`src/hdl/ille_pkg.sv`:
```
// ----------------------------------------------------------------------------
// ille_pkg
// Shared types, sizes, operation and status codes for the list engine.
// ----------------------------------------------------------------------------
package ille_pkg;

    localparam int NODE_COUNT = 128;
    localparam int DATA_W     = 32;
    localparam int POS_W      = 7;
    localparam int CNT_W      = $clog2(NODE_COUNT + 1);
    localparam int CMP_W      = (CNT_W > POS_W) ? CNT_W : POS_W;

    localparam logic [2:0] OP_APPEND  = 3'd0;
    localparam logic [2:0] OP_INSERT  = 3'd1;
    localparam logic [2:0] OP_DELETE  = 3'd2;
    localparam logic [2:0] OP_REPLACE = 3'd3;
    localparam logic [2:0] OP_READ    = 3'd4;
    localparam logic [2:0] OP_CLEAR   = 3'd5;

    localparam logic [1:0] ST_OK    = 2'd0;
    localparam logic [1:0] ST_FULL  = 2'd1;
    localparam logic [1:0] ST_EMPTY = 2'd2;
    localparam logic [1:0] ST_OOB   = 2'd3;

    typedef struct packed {
        logic [2:0]         opcode;
        logic [POS_W-1:0]   position;
        logic signed [31:0] value;
    } t_in_item;

    typedef struct packed {
        logic [1:0]         status;
        logic signed [31:0] read_value;
        logic [7:0]         length;
    } t_out_item;

    typedef struct packed {
        logic              ins;
        logic              del;
        logic              wr;
        logic              scan;
        logic [CMP_W-1:0]  pos;
        logic [DATA_W-1:0] val;
    } t_cell_cmd;

    function automatic logic [DATA_W-1:0] to_store(input logic [31:0] v);
        logic [63:0] tmp;
        tmp = 64'(v);
        return tmp[DATA_W-1:0];
    endfunction

    function automatic logic [31:0] from_store(input logic [DATA_W-1:0] d);
        logic [63:0] tmp;
        tmp = 64'(d);
        return tmp[31:0];
    endfunction

endpackage

```
`src/hdl/ille_cell.sv`:
```
// ----------------------------------------------------------------------------
// ille_cell
// One list slot: holds the entry at its position, shifts with its neighbors
// on insert and delete, and forwards the read scan toward slot zero.
// ----------------------------------------------------------------------------
module ille_cell (
    input  logic                           i_clk,
    input  logic [ille_pkg::CMP_W-1:0]     i_index,
    input  ille_pkg::t_cell_cmd            i_cmd,
    input  logic [ille_pkg::DATA_W-1:0]    i_left_data,
    input  logic [ille_pkg::DATA_W-1:0]    i_right_data,
    input  logic [ille_pkg::DATA_W-1:0]    i_right_pass,
    output logic [ille_pkg::DATA_W-1:0]    o_data,
    output logic [ille_pkg::DATA_W-1:0]    o_pass
);
    import ille_pkg::*;

    logic [DATA_W-1:0] r_data;
    logic [DATA_W-1:0] r_pass;
    logic              w_hit;
    logic              w_above;

    assign w_hit   = (i_index == i_cmd.pos);
    assign w_above = (i_index > i_cmd.pos);

    always_ff @(posedge i_clk) begin
        if (i_cmd.ins) begin
            if (w_above) begin
                r_data <= i_left_data;
            end else if (w_hit) begin
                r_data <= i_cmd.val;
            end
        end else if (i_cmd.del) begin
            if (w_above || w_hit) begin
                r_data <= i_right_data;
            end
        end else if (i_cmd.wr) begin
            if (w_hit) begin
                r_data <= i_cmd.val;
            end
        end
        if (i_cmd.scan) begin
            r_pass <= w_hit ? r_data : i_right_pass;
        end
    end

    assign o_data = r_data;
    assign o_pass = r_pass;

endmodule

```
`config.mk`:
```
export PLATFORM = sky130hd
export DESIGN_NAME = ille_cell
export DESIGN_NICKNAME = d
export VERILOG_FILES = /design/src/hdl/ille_pkg.sv /design/src/hdl/ille_cell.sv
export SDC_FILE = /design/constraint.sdc
export NUM_CORES = 1
export LEC_CHECK = 0
export ABC_AREA = 1
export BUFFER_PORTS_ARGS = -buffer_cell sky130_fd_sc_hd__clkbuf_2
export CAP_MARGIN = 20
export CORE_MARGIN = 2
export CORE_UTILIZATION = 30
export DETAILED_ROUTE_END_ITERATION = 6
export PLACE_DENSITY_LB_ADDON = 0.3
export SLEW_MARGIN = 5
export SYNTH_ARGS = -nofsm -noshare
export SYNTH_HDL_FRONTEND = slang
export SYNTH_SLANG_ARGS = --single-unit
export TNS_END_PERCENT = 1
```
`constraint.sdc`:
```
create_clock -name i_clk -period 2.97 [get_ports i_clk]
set_input_delay 0.1485 -clock i_clk [delete_from_list [all_inputs] [get_ports i_clk]]
set_output_delay 0.1485 -clock i_clk [all_outputs]
set_load 0.005 [all_outputs]
```
==> results of run 1 <==
-- per-layer routing --
| layer | vias to the layer above | routed length (um) | GRT usage (%) |
|---|---|---|---|
| met5 | - | 0 | 0 |
| met4 | 0 | 229 | 6.97 |
| met3 | 16 | 1110 | 4.28 |
| met2 | 187 | 5880 | 28.7 |
| met1 | 1849 | 5540 | 21.9 |
| li1 | 2221 | - | - |
-- path summary, 6_finish.rpt --
kind	from	endpoint	slack, ns
max	i_cmd[39]	o_data[12]	1.12
min	i_right_pass[8]	o_pass[8]	0.10
max reg2reg	o_data[19]	o_data[19]	1.81
min reg2reg	o_data[13]	o_pass[13]	0.62
-- flip-flops by register name (all words and copies together), names as in the netlist --
| signal | flops |
|---|---|
| o_data | 32 |
| o_pass | 32 |
-- layout make-up --
type	count	area, um2	area share (%)
clock buffer	11	233	4.16
timing repair buffer	220	1150	20.5
sequential	64	1920	34.4
inverter	76	285	5.10
tap	176	220	3.94
clock inverter	5	47.5	0.850
multi-input combinational	382	1740	31.1
-- worst register-to-register path, cell delays in order (launching register included) --
cell and delay, ns:
edfxtp_1 0.40, inv_1 0.10, nand2_1 0.06, o21ai_1 0.13, nand2_1 0.07, nand3_1 0.10
nand2_1 0.05
-- per-stage QoR --
stage / hold slack, ns / setup WS (ns)
2_1_floorplan: 0.261 / 0.677
3_3_place_gp: 0.435 / 0.779
3_5_place_dp: 0.437 / 0.756
4_1_cts: 0.0910 / 1.09
5_1_grt: 0.103 / 0.904
6_report: 0.102 / 1.12
-- logic make-up after synthesis --
logic type,share of synthesized area [%]
compound gates,12.2
fa+ha+maj,2.42
flops,46.5
simple gates,27.3
buf+inv,11.6
-- power by group --
group	switching, mW	total [mW]	internal [mW]
registers	0.0480	1.17	1.13
logic	0.383	0.668	0.285
clock network	0.388	1.03	0.642
total	0.819	2.87	2.05
-- cell usage in the layout, fill, tap and decap left out, drive strengths merged --
master / netlist / layout
edfxtp: 64 / 64
o22ai: 1 / 1
clkbuf: 10 / 223
bufinv: 0 / 1
clkinv: 0 / 4
a21oi: 2 / 2
buf: 27 / 8
ha: 8 / 8
nor2: 4 / 4
a21o: 1 / 1
nand3: 64 / 64
inv: 76 / 76
nand2: 206 / 206
o21ai: 96 / 96
==> reports/metrics.csv, run 1 <==
metric,value,unit
yosys.area.top_type,edfxtp_1,
synth_edf_count,64,
path_buf_inv,3,
slew_viol_final,0,
skew,0.00632,ns
ys_seq_elements,64,
synth_cell_types,18,
syn_inst,559,
cp_max_fo,17,
clkSlewWorstSetupHoldPaths,0.05,ns
layout_min_cycle_time,1.85,ns
clock-root-buffer,clkbuf_16,
rr_worst_depth,6,
tritoncts,built,
critical-path-top-delay-family,simple AND/OR/NAND/NOR gates,
worstSkewPairLatency,0.33,ns
finalSetupTns,0,ns
grt_pass1_wl,20000,um
wirelength,12800,um
antenna_found_initial,0,
synth_top_area_share,46.5,%
yosys-top-cells-count,"nand2_1, o21ai_1, inv_1, edfxtp_1, nand3_1",
yosysMostFrequentCell,nand2_1,
dieWidth,121,um
crit_cells,10,
cts.repair.resized,0,
io_pins,213,
finalPower,2.87,mW
synth_area,4140,um2
fmaxAchievable,542,MHz
critical_path_class,input pin to flop,
core,13300,um2
ant_nets,0,
endpoint_kind,flop,
leakage,3.10,nW
dp_hpwl,9260,um
synthArstFlopShare,0,%
hold_depth,3,
path_cells,clkbuf_2 > inv_1 > ha_1 > nand2_1 > nor2_4 > nand2_1 > nand2_2 > o22ai_1 > nand2_2 > buf_12,
placedInstanceArea,5310,um2
worst_pin_slew,0.958,ns
critPathRequiredTime,3.00,ns
hold_viol,0,
vias,4273,
cts_sinks,64,
timing.slew.headroom,36.1,%
cp_data_arrival_time,1.88,ns
status,"finished, final reports clean",
n_antenna_cell,0,
irDropWorstVdd,239,uV
synth-main-ff-cell,edfxtp_1,
period_share,62.2,%
rsz0062_at_grt,no,
synth_area_leaders,"edfxtp_1, nand2_1, o21ai_1",
clockBufferDepth,2,
drtIter0Drc,257,
nets,910,
avgViaCountPerCell,4.57,
final_area,5590,um2
io_buffer_count,212,
critPathSlowestCell,nand2_2,
syn_nets,716,
dp.cells,918,
holdBufCountCts,0,
post_cts_buffers,0,
drive_gt1_share,31.4,%
critPathMaxStageDelay,0.40,ns
grt_pass1_vias,3996,
hold_path_class,input pin to flop,
synth_area_per_cell,7.40,um2
grt_overflow,0,
final_util,41.9,%
firstDrtPassIters,5,
grt_max_degree,80,
routedWlPerCell,13.7,um
dieArea,14700,um2
cts_max_level,3,
gr-usage-all-layers,17.4,%
die_y,121,um
yosysWarningCount,0,
cellPowerDensity,513,nW/um2
setup_viol_count_final,0,
routabilityCongestion,0.781,
row_count,42,
cts-buffers-inserted,9,
start_kind,input pin,
initial_core_util,31.0,%
filler_cell_count,1441,
maxCapViolations,0,
seq_area_frac_synth,46.5,%
drc_errors,0,
stdcell_count,934,
synthToLayoutAreaGrowth,35.2,%
(Power assumes the default switching activity.)
==> run 2: changes to the inputs <==
- clock period: 2.97 -> 1.6 ns (I/O delays scaled with it)
==> reports/metrics.csv, run 2 (synthesized netlist as in run 1, its figures left out) <==
metric,value,unit,change
maxCapViolations,0,,unchanged
io_buffer_count,212,,unchanged
ant_nets,0,,unchanged
cellPowerDensity,877,nW/um2,was 513 nW/um2
hold_viol,0,,unchanged
critical_path_class,input pin to flop,,unchanged
gr-usage-all-layers,17.7,%,was 17.4%
worst_pin_slew,0.427,ns,was 0.958 ns
cp_data_arrival_time,1.44,ns,was 1.88 ns
timing.slew.headroom,71.5,%,was 36.1%
grt_pass1_vias,4101,,was 3996
placedInstanceArea,5750,um2,was 5310 um2
drtIter0Drc,187,,was 257
dp_hpwl,9780,um,was 9260 um
holdBufCountCts,0,,unchanged
sw_frac_of_total,29.0,%,was 28.5%
filler_cell_count,1400,,was 1441
critPathSlowestCell,ha_4,,was nand2_2
vias,4355,,was 4273
cp_max_fo,19,,was 17
p_sw,1.52,mW,was 0.819 mW
seqPwrFrac,41.6,%,was 40.9%
worstSkewPairLatency,0.32,ns,was 0.33 ns
clkSlewWorstSetupHoldPaths,0.06,ns,was 0.05 ns
status,"finished, final reports clean",,unchanged
drc_errors,0,,unchanged
path_cells,clkbuf_2 > inv_12 > ha_4 > a21oi_1 > nor2_1 > nor2_1 > nand2_2 > nand2_2 > buf_12 > nand2_1 > nand3_1 > nand2_1,,was clkbuf_2 > inv_1 > ha_1 > nand2_1 > nor2_4 > nand2_1 > nand2_2 > o22ai_1 > nand2_2 > buf_12
hold_path_class,input pin to flop,,unchanged
critPathRequiredTime,1.68,ns,was 3.00 ns
drive_gt1_share,36.2,%,was 31.4%
pwr-share-clk,32.4,%,was 35.9%
row_count,42,,unchanged
cts.repair.resized,0,,unchanged
io_pins,213,,unchanged
wirelength,12800,um,about the same
clock-root-buffer,clkbuf_16,,unchanged
cts_max_level,3,,unchanged
initial_core_util,31.0,%,unchanged
firstDrtPassIters,5,,unchanged
dieWidth,121,um,unchanged
setup_viol_count_final,0,,unchanged
critPathMaxStageDelay,0.24,ns,was 0.40 ns
grt_pass1_wl,20200,um,was 20000 um
post_cts_buffers,0,,unchanged
final_util,44.9,%,was 41.9%
period_share,85.4,%,
start_kind,input pin,,unchanged
final_cell_mix,"clkbuf_2, nand2_1, o21ai_1",,unchanged
irDropWorstVdd,431,uV,was 239 uV
cts_sinks,64,,unchanged
die_y,121,um,unchanged
rsz0062_at_grt,no,,unchanged
synthToLayoutAreaGrowth,44.9,%,was 35.2%
skew,0.00826,ns,was 0.00632 ns
endpoint_kind,flop,,unchanged
final_area,5990,um2,was 5590 um2
antenna_found_initial,0,,unchanged
nets,935,,was 910
avgViaCountPerCell,4.55,,was 4.57
leakage,3.24,nW,was 3.10 nW
layout_min_cycle_time,1.37,ns,
grt_overflow,0,,unchanged
cts-buffers-inserted,9,,unchanged
internal-power,3.73,mW,was 2.05 mW
grt_max_degree,59,,was 80
fin_hold_ws,0.0406,ns,was 0.102 ns
slew_viol_final,0,,unchanged
n_antenna_cell,0,,unchanged
routedWlPerCell,13.3,um,was 13.7 um
dieArea,14700,um2,unchanged
clockBufferDepth,2,,unchanged
pwr-share-comb,26.1,%,was 23.3%
fmaxAchievable,732,MHz,
final_common_cell,clkbuf_2,,unchanged
core,13300,um2,unchanged
tritoncts,built,,unchanged
routabilityCongestion,0.788,,was 0.781
==> run 2: cell type report <==
cell class                 instances  area [um2]  area share, %
timing repair buffer             245        1420           23.7
clock inverter                     2        8.76          0.146
clock buffer                      12         236           3.95
multi-input combinational        382        1880           31.3
sequential                        64        1920           32.1
tap                              176         220           3.67
inverter                          76         308           5.14
==> run 2: worst paths after layout <==
path	start	endpoint	slack [ns]	cells after the start
max	i_cmd[37]	o_data[28]	0.23	12
min	i_right_pass[20]	o_pass[20]	0.04	3
max reg2reg	o_data[0]	o_data[0]	0.47	6
min reg2reg	o_data[29]	o_pass[29]	0.62	2
==> run 2: metrics by stage <==
| stage | std cells | setup TNS [ns] | total power [mW] | worst slack, ns |
|---|---|---|---|---|
| after floorplan | 559 | -0.614 | 2.95 | -0.0192 |
| after global placement | 943 | -4.53 | 3.59 | -0.0833 |
| after detailed placement | 943 | -6.05 | 3.61 | -0.120 |
| after CTS | 957 | 0 | 5.33 | 0.226 |
| after global routing | 957 | 0 | 5.61 | 0.101 |
| final | 957 | 0 | 5.25 | 0.234 |
==> run 2: worst max-delay path, delay by kind of cell <==
kind / cells / cell delay, ns
and+or+nand+nor: 7 / 0.62
adders and majority gates: 1 / 0.24
AOI/OAI and AO/OA: 1 / 0.12
buffers and inverters: 3 / 0.36
==> run 2: metal layers <==
| layer | global-route usage [%] | part of all wire [%] |
|---|---|---|
| met5 | 0 | 0 |
| met4 | 5.60 | 1.8 |
| met1 | 21.9 | 43 |
| met2 | 30.1 | 47 |
| met3 | 4.61 | 7.7 |
==> run 2: power by group through the flow <==
stage	registers, mW	clock network, mW	logic [mW]
2_1_floorplan	2.22	0	0.732
3_3_place_gp	2.22	0	1.37
3_5_place_dp	2.22	0	1.39
4_1_cts	2.19	1.75	1.40
5_1_grt	2.20	1.83	1.57
6_report	2.18	1.70	1.37
==> run 3: changes to the inputs <==
- CTS_BUF_LIST: unset -> sky130_fd_sc_hd__clkbuf_4 sky130_fd_sc_hd__clkbuf_8
==> reports/metrics.csv, run 3 (synthesized netlist as in run 1, its figures left out) <==
metric,value,unit,change
grt_max_degree,59,,unchanged
dp.cells,943,,unchanged
critical-path-top-delay-family,simple AND/OR/NAND/NOR gates,,unchanged
cp_max_fo,19,,unchanged
cp_data_arrival_time,1.44,ns,about the same
irDropWorstVdd,280,uV,was 431 uV
n_antenna_cell,0,,unchanged
dp_hpwl,9780,um,unchanged
startpoint,i_cmd[37],,unchanged
clock-root-buffer,clkbuf_8,,was clkbuf_16
layout_min_cycle_time,1.35,ns,was 1.37 ns
crit_cells,12,,unchanged
start_kind,input pin,,unchanged
placedInstanceArea,5750,um2,unchanged
dieArea,14700,um2,unchanged
avgViaCountPerCell,4.56,,was 4.55
post_cts_buffers,0,,unchanged
critPathRequiredTime,1.70,ns,was 1.68 ns
wirelength,12800,um,about the same
gr-usage-all-layers,17.6,%,was 17.7%
finalPower,4.75,mW,was 5.25 mW
cts-buffers-inserted,9,,unchanged
critPathMaxStageDelay,0.24,ns,about the same
drc_errors,0,,unchanged
io_pins,213,,unchanged
skew,0.0150,ns,was 0.00826 ns
path_cells,clkbuf_2 > inv_12 > ha_4 > a21oi_1 > nor2_1 > nor2_1 > nand2_2 > nand2_2 > buf_12 > nand2_1 > nand3_1 > nand2_1,,unchanged
critical_path_class,input pin to flop,,unchanged
drive_gt1_share,36.6,%,was 36.2%
firstDrtPassIters,5,,unchanged
cellPowerDensity,804,nW/um2,was 877 nW/um2
grt_pass1_vias,4131,,was 4101
cts.repair.resized,0,,unchanged
nets,936,,was 935
critPathSlowestCell,ha_4,,unchanged
final_common_cell,clkbuf_2,,unchanged
path_buf_inv,3,,unchanged
register_area,1920,um2,unchanged
rr_worst_depth,6,,unchanged
maxCapViolations,0,,unchanged
top_layer,met4,,unchanged
core,13300,um2,unchanged
drtIter0Drc,221,,was 187
grt_overflow,0,,unchanged
dieWidth,121,um,unchanged
synthToLayoutAreaGrowth,43.0,%,was 44.9%
fin_ws,0.253,ns,was 0.234 ns
route.met3.wl,939,um,was 984 um
ant_nets,0,,unchanged
timing.slew.headroom,71.8,%,was 71.5%
routedWlPerCell,13.4,um,was 13.3 um
endpoint_kind,flop,,unchanged
setup_viol_count_final,0,,unchanged
reg2reg_slack,0.47,ns,about the same
cts_max_level,3,,unchanged
fmaxAchievable,742,MHz,was 732 MHz
multi_input_area,1880,um2,unchanged
stdcell_count,958,,was 957
slew_viol_final,0,,unchanged
hold_path_class,input pin to flop,,unchanged
holdBufCountCts,1,,was 0
leakage,3.21,nW,was 3.24 nW
finalSetupTns,0,ns,unchanged
status,"finished, final reports clean",,unchanged
clockBufferDepth,2,,unchanged
filler_cell_count,1401,,was 1400
final_area,5910,um2,was 5990 um2
period_share,84.2,%,was 85.4%
wl_met1,5530,um,was 5520 um
route.met2.wl,6090,um,was 6040 um
crit_end,o_data[28],,unchanged
row_count,42,,unchanged
place_ws,-0.120,ns,unchanged
rsz0062_at_grt,no,,unchanged
worstSkewPairLatency,0.34,ns,was 0.32 ns
vias,4370,,was 4355
initial_core_util,31.0,%,unchanged
worst_pin_slew,0.424,ns,was 0.427 ns
r2r_start,o_data[0],,unchanged
final_cell_mix,"clkbuf_2, nand2_1, o21ai_1",,unchanged
cts_sinks,64,,unchanged
tritoncts,built,,unchanged
hold_viol,0,,unchanged
grt_pass1_wl,20200,um,about the same
die_y,121,um,unchanged
r2r-end,o_data[0],,unchanged
antenna_found_initial,0,,unchanged
io_buffer_count,212,,unchanged
routabilityCongestion,0.788,,unchanged
clkSlewWorstSetupHoldPaths,0.08,ns,was 0.06 ns
==> run 3: cell types whose count changed in the layout (fill, tap and decap cells not counted) <==
cell / delta
clkbuf_1: -3
clkbuf_16: -9
clkbuf_4: +3
clkbuf_8: +9
dlygate4sd3_1: +1
==> run 3: routing by layer <==
layer	up-vias	GRT usage [%]
li1	2257	-
met1	1934	21.7
met4	0	6.03
met3	17	4.18
met2	162	30.2
met5	-	0
==> run 3: how the worst min path moves through the flow <==
stage | from | endpoint | slack (ns) | cells after the start
floorplan | i_cmd[40] | o_pass[0] | 0.19 | 0
global placement | i_right_pass[11] | o_pass[11] | 0.37 | 3
detailed placement | i_right_pass[17] | o_pass[17] | 0.37 | 3
CTS | i_right_pass[20] | o_pass[20] | 0.0009 | 3
global route | i_right_pass[19] | o_pass[19] | 0.01 | 3
finish | i_right_pass[16] | o_pass[16] | 0.02 | 3
==> run 3: final cells by class <==
type                       count  share of cell area [%]
sequential                    64                    32.5
tap                          176                    3.72
clock buffer                  12                    2.48
multi-input combinational    382                    31.7
timing repair buffer         246                    24.2
inverter                      76                    5.21
clock inverter                 2                   0.148
==> run 3: tightest hold or removal path, cell delays in order <==
cell	delay, ns
clkbuf_2	0.08
nand2_1	0.04
o21ai_1	0.06
==> run 3: report_power, final <==
group          total (mW)  switching (mW)  leakage (nW)  internal, mW
clock network        1.20           0.612        0.0840         0.591
logic                1.37           0.752          2.48         0.620
registers            2.18          0.0938         0.648          2.09
total                4.75            1.46          3.21          3.30
==> run 3: through the flow <==
step	hold slack, ns	util, %
final	0.0174	44.3
after detailed placement	0.373	43.1
after global placement	0.366	43.1
after global routing	0.0105	44.3
after CTS	0.000925	44.3
after floorplan	0.192	-
